**config.mk**
```make
export PLATFORM = sky130hd
export DESIGN_NAME = mi3_div
export DESIGN_NICKNAME = d
export VERILOG_FILES = /design/src/design/mi3_pkg.sv /design/src/design/mi3_div.sv
export SDC_FILE = /design/constraint.sdc
export NUM_CORES = 1
export LEC_CHECK = 0
export BUFFER_PORTS_ARGS = -buffer_cell sky130_fd_sc_hd__buf_2
export CORE_UTILIZATION = 30
export CTS_BUF_LIST = sky130_fd_sc_hd__clkbuf_16
export DETAILED_ROUTE_END_ITERATION = 16
export SYNTH_ARGS = -nofsm -noshare
export SYNTH_HDL_FRONTEND = slang
export SYNTH_SLANG_ARGS = --single-unit
```
**constraint.sdc**
```tcl
create_clock -name clk -period 10.75 [get_ports clk]
set_input_delay 0.5375 -clock clk [delete_from_list [all_inputs] [get_ports clk]]
set_output_delay 0.5375 -clock clk [all_outputs]
set_load 0.005 [all_outputs]
```
**src/design/mi3_pkg.sv**
```systemverilog
`default_nettype none
package mi3_pkg;

  // fixed geometry of the unit
  localparam int MATRIX_SIZE = 3;
  localparam int CELLS       = MATRIX_SIZE * MATRIX_SIZE;
  localparam int ADDR_W      = 4;
  localparam int ELEM_W      = 32;
  localparam int OPND_W      = ELEM_W + 1;
  localparam int PROD_W      = 2 * OPND_W;
  localparam int COF_W       = 2 * ELEM_W + 1;
  localparam int MAG_W       = 2 * ELEM_W;
  localparam int ACC_W       = 99;
  localparam int DMAG_W      = ACC_W - 1;
  localparam int NUM_OPS     = 24;
  localparam int OP_W        = 5;
  localparam logic [ADDR_W-1:0] LAST_CELL = ADDR_W'(CELLS - 1);
  localparam logic [OP_W-1:0]   LAST_OP   = OP_W'(NUM_OPS - 1);

  // second multiplier operand source
  typedef enum logic [1:0] {
    BSEL_MAT = 2'd0,
    BSEL_LO  = 2'd1,
    BSEL_HI  = 2'd2
  } bsel_t;

  // one multiply-accumulate step
  typedef struct packed {
    logic [ADDR_W-1:0] addr_a;
    logic [ADDR_W-1:0] addr_b;
    logic [ADDR_W-1:0] cof_addr;
    bsel_t             bsel;
    logic              sub;
    logic              clr;
    logic              shift;
    logic              wr;
    logic [ADDR_W-1:0] wr_addr;
    logic              det_end;
  } uop_t;

  // Steps 0..17: adjugate entries, two products each, stored at the
  // adjugate index. Steps 18..23: determinant along the first row,
  // each cofactor split into low and high halves.
  function automatic uop_t uop_lookup(input logic [OP_W-1:0] n);
    uop_t u;
    int   kk;
    int   s;
    int   ci;
    int   cj;
    int   r0;
    int   r1;
    int   c0;
    int   c1;
    int   j;
    int   h;
    u = '0;
    u.bsel = BSEL_MAT;
    for (kk = 0; kk < CELLS; kk++) begin
      for (s = 0; s < 2; s++) begin
        if (n == OP_W'(2 * kk + s)) begin
          ci = kk % MATRIX_SIZE;
          cj = kk / MATRIX_SIZE;
          r0 = (ci == 0) ? 1 : 0;
          r1 = (ci == 2) ? 1 : 2;
          c0 = (cj == 0) ? 1 : 0;
          c1 = (cj == 2) ? 1 : 2;
          if (s == 0) begin
            u.addr_a = ADDR_W'(r0 * MATRIX_SIZE + c0);
            u.addr_b = ADDR_W'(r1 * MATRIX_SIZE + c1);
          end else begin
            u.addr_a = ADDR_W'(r0 * MATRIX_SIZE + c1);
            u.addr_b = ADDR_W'(r1 * MATRIX_SIZE + c0);
          end
          u.sub     = ((s == 1) != (((ci + cj) % 2) == 1));
          u.clr     = (s == 0);
          u.wr      = (s == 1);
          u.wr_addr = ADDR_W'(kk);
        end
      end
    end
    for (j = 0; j < MATRIX_SIZE; j++) begin
      for (h = 0; h < 2; h++) begin
        if (n == OP_W'(2 * CELLS + 2 * j + h)) begin
          u.addr_a   = ADDR_W'(j);
          u.cof_addr = ADDR_W'(j * MATRIX_SIZE);
          u.bsel     = (h == 1) ? BSEL_HI : BSEL_LO;
          u.shift    = (h == 1);
          u.clr      = (j == 0 && h == 0);
          u.det_end  = (j == MATRIX_SIZE - 1 && h == 1);
        end
      end
    end
    return u;
  endfunction

endpackage
`default_nettype wire

```
**src/design/mi3_div.sv**
```systemverilog
`default_nettype none
module mi3_div #(
  parameter int FRAC_BITS = 16
) (
  input  wire logic                          clk,
  input  wire logic                          rst,
  input  wire logic                          start,
  input  wire logic [mi3_pkg::MAG_W-1:0]     num_mag,
  input  wire logic                          num_neg,
  input  wire logic [mi3_pkg::DMAG_W-1:0]    den_mag,
  input  wire logic                          den_neg,
  output logic                               done,
  output logic [mi3_pkg::ELEM_W-1:0]         result
);

  localparam int NUM_W = mi3_pkg::MAG_W + 2 * FRAC_BITS;
  localparam int REM_W = mi3_pkg::DMAG_W + 1;
  localparam int CNT_W = $clog2(NUM_W + 1);

  logic [NUM_W-1:0] nq;
  logic [REM_W-1:0] rem;
  logic [CNT_W-1:0] cnt;
  logic             busy;
  logic             neg;
  logic [REM_W-1:0] rem_sh;
  logic             fits;
  logic             nz;
  logic             ovf_pos;
  logic             ovf_neg;

  // restoring division, one quotient bit per cycle
  assign rem_sh = {rem[REM_W-2:0], nq[NUM_W-1]};
  assign fits   = (rem_sh >= {1'b0, den_mag});

  always_ff @(posedge clk) begin
    if (rst) begin
      busy <= 1'b0;
      done <= 1'b0;
      cnt  <= '0;
    end else begin
      done <= 1'b0;
      if (start) begin
        busy <= 1'b1;
        cnt  <= CNT_W'(NUM_W);
      end else if (busy) begin
        cnt <= cnt - 1'b1;
        if (cnt == CNT_W'(1)) begin
          busy <= 1'b0;
          done <= 1'b1;
        end
      end
    end
  end

  always_ff @(posedge clk) begin
    if (start) begin
      nq  <= {num_mag, {(2 * FRAC_BITS){1'b0}}};
      rem <= '0;
      neg <= num_neg ^ den_neg;
    end else if (busy) begin
      rem <= fits ? (rem_sh - {1'b0, den_mag}) : rem_sh;
      nq  <= {nq[NUM_W-2:0], fits};
    end
  end

  // sign and saturation of the quotient
  assign nz      = |nq;
  assign ovf_pos = |nq[NUM_W-1:31];
  assign ovf_neg = (|nq[NUM_W-1:32]) || (nq[31] && (|nq[30:0]));

  always_comb begin
    if (neg && nz) begin
      result = ovf_neg ? 32'h8000_0000 : (~nq[31:0] + 32'd1);
    end else begin
      result = ovf_pos ? 32'h7FFF_FFFF : nq[31:0];
    end
  end

endmodule
`default_nettype wire

```
**Word level (Yosys, flattened, before mapping)**

Cells that the tools add are included.

- Register bits: 204
- Word-level logic and storage cells: 38

- Add/sub/neg operators: 3
- Order comparisons: 1
- Eq/ne operators: 1
- Mux-type cells: 12
- Bitwise logic cells: 3
- Reduce and logical (&&, ||, !) cells: 10

Operator list:

| kind | number |
|---|---|
| 2-to-1 mux 96 bit | 2 |
| greater-or-equal comparator 99 x 98 -> 1 bit | 1 |
| 2-to-1 mux 98 bit | 1 |
| subtractor 98 bit | 1 |
| 2-to-1 mux 32 bit | 3 |
| OR reduction 96 bit | 1 |
| OR reduction 65 bit | 1 |
| OR reduction 64 bit | 1 |
| adder 32 x 1 -> 32 bit (second input constant) | 1 |
| inverter 32 bit | 1 |
| OR reduction 31 bit | 1 |
| 2-to-1 mux 7 bit | 2 |
| equality test 7 x 1 -> 1 bit (second input constant) | 1 |
| subtractor 7 x 1 -> 7 bit (second input constant) | 1 |
| 2-to-1 mux 1 bit | 4 |
| OR reduction 3 bit | 1 |
| logical AND 1 bit | 2 |
| nonzero test 2 bit | 1 |
| OR reduction 2 bit | 1 |
| logical OR 1 bit | 1 |
| inverter 1 bit | 1 |
| XOR 1 bit | 1 |

**Logic depth before layout (Yosys ltp)**

- Depth after elaboration: 5
- Mapped depth: 17
- Gate-level depth less buffers: 16

**Least setup slack after synthesis**

OpenSTA, ideal clock, no wires.

- Path kind: flip-flop to output port
- Start point: reg nq[10]
- End point: out result[31] (netlist name)
- Arrival: 3.802 ns
- Required time: 10.213 ns
- Slack: 6.411 ns
- Stages on the path, launching flop included: 13
- Buffers on the path: 1
- Path through: dfxtp_1 buf_6 or4_4 or4_4 or3_4 or3_4 or3_4 or3_4 or3_4 or3_4 nor3_2 xor2_1 a21oi_1

- Word-level cells in the longest chain between the ends: 5
- Elaborated cells on any way between the ends: 9
- Classes of those cells: add/sub (1); mux (2); bitwise (1); reduce/logical (5)

Ends and longest elaborated chain:

| item | line | text |
|---|---|---|
| from (decl) | mi3_div.sv:20 | `logic [NUM_W-1:0] nq;` |
| from (signal assigned) | mi3_div.sv:57 | `nq <= {num_mag, {(2 * FRAC_BITS){1'b0}}};` |
| from (signal assigned) | mi3_div.sv:62 | `nq <= {nq[NUM_W-2:0], fits};` |
| parallel branches: the longest is 4 deep, another holds adder 32 x 1 -> 32 bit | n/a |  |
| 2-to-1 mux 32 bit * | mi3_div.sv:72 | `if (neg && nz) begin` |
| to (decl) | mi3_div.sv:13 | `output logic [mi3_pkg::ELEM_W-1:0] result` |

Every way passes the cells marked *.

**Worst setup path in the final report**

- Start point: reg nq[0]
- End point: out result[11] (netlist name)

Same word-level chain as after synthesis.

==> impl_metrics.toml <==
[timing]
min_period_ps = 6290
skew_ps = 13.7
grt_setup_unrepaired = "no"
setup_viol = 0
timing.setup.tns_ps = 0
slew_viol_final = 0
fmax_ghz = 0.159
fin_crit_sh_pct = 58.5
tightest_slew_ps = 1230
finalHoldViolations = 0
relSlewSlack_pct = 18.1

[floorplan]
die_w_um = 232
core_area_um2 = 52400
dieHeight_um = 232
num_rows = 84
num_io_pins = 200
die_area_um2 = 54000
initial_core_util_pct = 30.3

[cts]
postCtsSetupRepairBufs = 0
cts_tree = "built"
clock_sinks = 204
clockBufferDepth = 3
clkTransAtPathRegs_ps = 60
hold_buffers = 0
ctsRootBufferMaster = "clkbuf_16"
postCtsResizedCells = 0
clk_latency_ps = 560
htree_levels = 1
cts_inserted_buffers = 26

[outcome]
violations = "design-rule violations"
status = "finished, violations left"

[drt]
wl_um = 51100
drtIter0Drc = 1397
vias = 15700
drc = 2
vias_per_cell = 5.45
drtAntennaViolNets = 0
drt_pre_antenna_iters = 11
detail_route.wl_per_cell_um = 17.7

[logic_synthesis]
ys_top_cells_by_area = "dfxtp_1, edfxtp_1, ha_1"
yosysUniqueCellTypes = 72
synth_area_um2 = 15900
yosys_most_used_dff = "dfxtp_1"
synth_nets = 2339
ys_seq_elements = 204
synthArstFlopShare_pct = 0
syn_inst = 2070
synth_seq_area_share_pct = 29.8
synth-edff-count = 65
syn_area_per_cell_um2 = 7.69
synth_top_cell_by_area = "dfxtp_1"
yosysWarnings = 0
synth_top_cell_area_share_pct = 17.5

[pwr]
p_switching_uw = 869
p_comb_share_pct = 30.1
internal-power_mw = 1.65
leakagePower_nw = 7.80
power_frac_seq_pct = 36.1
power_frac_clock_pct = 33.9
swShare_pct = 34.5
p_per_area_nw_per_um2 = 139
peakVddDrop_mv = 0.0899

[hold_path]
hp-start = "rst"
min_path_type = "in2reg"

[global_route]
antenna_found_initial = 3
grt_pass1_wl_um = 80200
grt_start_max_net_pins = 108
grt_usage_pct = 18.3
grt_overflow = 0
grt_pass1_vias = 14900

[critical_path]
cp.depth = 13
critPathSlowestCell = "o311ai_0"
path_class = "reg2out"
critPathTopFamily = "simple AND/OR/NAND/NOR gates"
critPathLaunchType = "register"
required_ps = 10210
max_stage_delay_ps = 680
path_max_fanout = 27
regToRegSetupSlack_ps = 5760
reg2reg_from = "rem[0]"
cp-startpoint = "nq[0]"
r2r_cells = 11
cp.arrival_ps = 5760
crit_buf_inv = 3
path_cells = "inv_1, ha_1, nor3b_1, nand3_1, or4_1, or4b_1, or3_4, o41ai_4, nand2_1, inv_2, nand2_2, o311ai_0, buf_2"
crit_path_end = "result[11]"
end_kind = "output port"
reg2reg_to = "rem[97]"

[placement]
dpl.hpwl_um = 38100
port_buffers = 199
gp_congestion = 0.942
dpl-instance-area_um2 = 17400

[run]
drv_cap = 0

[layout]
final_layout_size_suffix_gt1_share_pct = 12.6
syn2layout_area_growth_pct = 14.3
fin_area_um2 = 18200
fin_nets = 2439
==> how the worst min path moves through the flow <==
stage | endpoint | slack (ps) | cells after the start
after global routing | busy | 160 | 2
after CTS | busy | 140 | 2
after global placement | rem[82] | 480 | 2
after floorplan | rem[9] | 450 | 2
after detailed placement | cnt[1] | 490 | 2
final | busy | 180 | 2
==> worst register-to-register path: stages (launching register included) <==
cell and delay, ps:
dfxtp_1 350, ha_1 300, nor2b_1 150, o2111ai_1 180, a211oi_1 380, o2111ai_1 240, a2bb2oi_1 540, o2111ai_1 270
a31oi_1 650, a31o_2 1080, nand2_1 480, o211ai_1 280
==> area by class of cell <==
cell class	count	area [µm²]
Antenna cell	3	7.51
Clock buffer	27	676
Clock inverter	21	150
Fill cell	5561	34300
Inverter	137	514
Multi-Input combinational cell	1591	10200
Sequential cell	204	4740
Tap cell	688	861
Timing Repair Buffer	210	1080
==> power groups by stage <==
| stage | sequential, mW | combinational, mW | clock, mW |
|---|---|---|---|
| after floorplan | 0.905 | 0.560 | 0 |
| after global placement | 0.924 | 0.743 | 0 |
| after detailed placement | 0.925 | 0.748 | 0 |
| after CTS | 0.910 | 0.754 | 0.881 |
| after global routing | 0.918 | 0.843 | 0.909 |
| final | 0.910 | 0.758 | 0.854 |
==> layer usage <==
metal  GRT usage, %  vias up  wire, µm
li1               -     7744         -
met1           25.5     7416     24000
met2           28.7      462     22700
met3           2.80       80      3040
met4           5.84        0      1330
met5              0        -         0
==> flip-flops by register name, summed over array words and instances, names as in the netlist <==
register	cells
nq	96
cnt	7
neg	1
done	1
busy	1
rem	98
==> synthesized netlist by cell type (7+ instances only) <==
library cell / count
a31oi_1: 16
nand3_1: 31
inv_1: 136
xor2_1: 36
mux2i_1: 41
nor2_1: 252
dfxtp_1: 139
o21bai_1: 21
clkbuf_1: 119
or3_4: 7
buf_1: 15
o31ai_1: 10
o21a_1: 12
nand4_1: 47
o211ai_1: 26
nor3_1: 36
o311ai_0: 7
o311ai_1: 17
xnor2_1: 60
or3_1: 9
and3_1: 13
a21oi_1: 188
edfxtp_1: 65
a311oi_1: 9
nor4_1: 25
nor2b_1: 14
a22o_1: 65
a211oi_1: 61
o21ai_0: 142
nand2_1: 183
ha_1: 101
a21o_1: 54
nand2b_1: 16
==> stage by stage <==
stage          util [%]  hold slack, ps  setup WS (ps)  power, mW  cells
6_report           34.7             176           4460       2.52   2881
5_1_grt            34.7             164           4130       2.67   2881
4_1_cts            34.7             140           4580       2.54   2878
3_5_place_dp       33.1             491           5210       1.67   2830
3_3_place_gp       33.1             479           5290       1.67   2830
2_1_floorplan         -             450           6410       1.46   2070
==> cell families (layout without fill, tap and decap cells) <==
family / Yosys count / in the layout / synth area share [%]
and+or+nand+nor: 667 / 667 / 19.4
adders and majority gates: 102 / 102 / 8.07
buffers and inverters: 275 / 395 / 6.56
xor gates and xnor gates: 96 / 96 / 5.29
AOI/OAI and AO/OA: 682 / 682 / 28.1
other: 0 / 3 / 0
muxes: 44 / 44 / 2.79
DFF: 204 / 204 / 29.8
==> layout by cell type, fill, tap and decap left out, drive strengths merged, types with 10 or more instances in the layout <==
cell    instances
mux2i          41
o31ai          10
nor2b          14
o211ai         26
a22o           65
nor3           37
and3           13
edfxtp         65
a21o           54
a21oi         188
ha            101
dfxtp         139
nand2b         16
nand4          47
o311ai         24
o21a           12
nand2         184
o21bai         21
nand3          31
buf           210
xnor2          60
nor2          252
xor2           36
o21ai         144
inv           148
or3            16
a31oi          16
a211oi         61
clkbuf         27
nor4           25
Power figures use the tool's default switching activity.
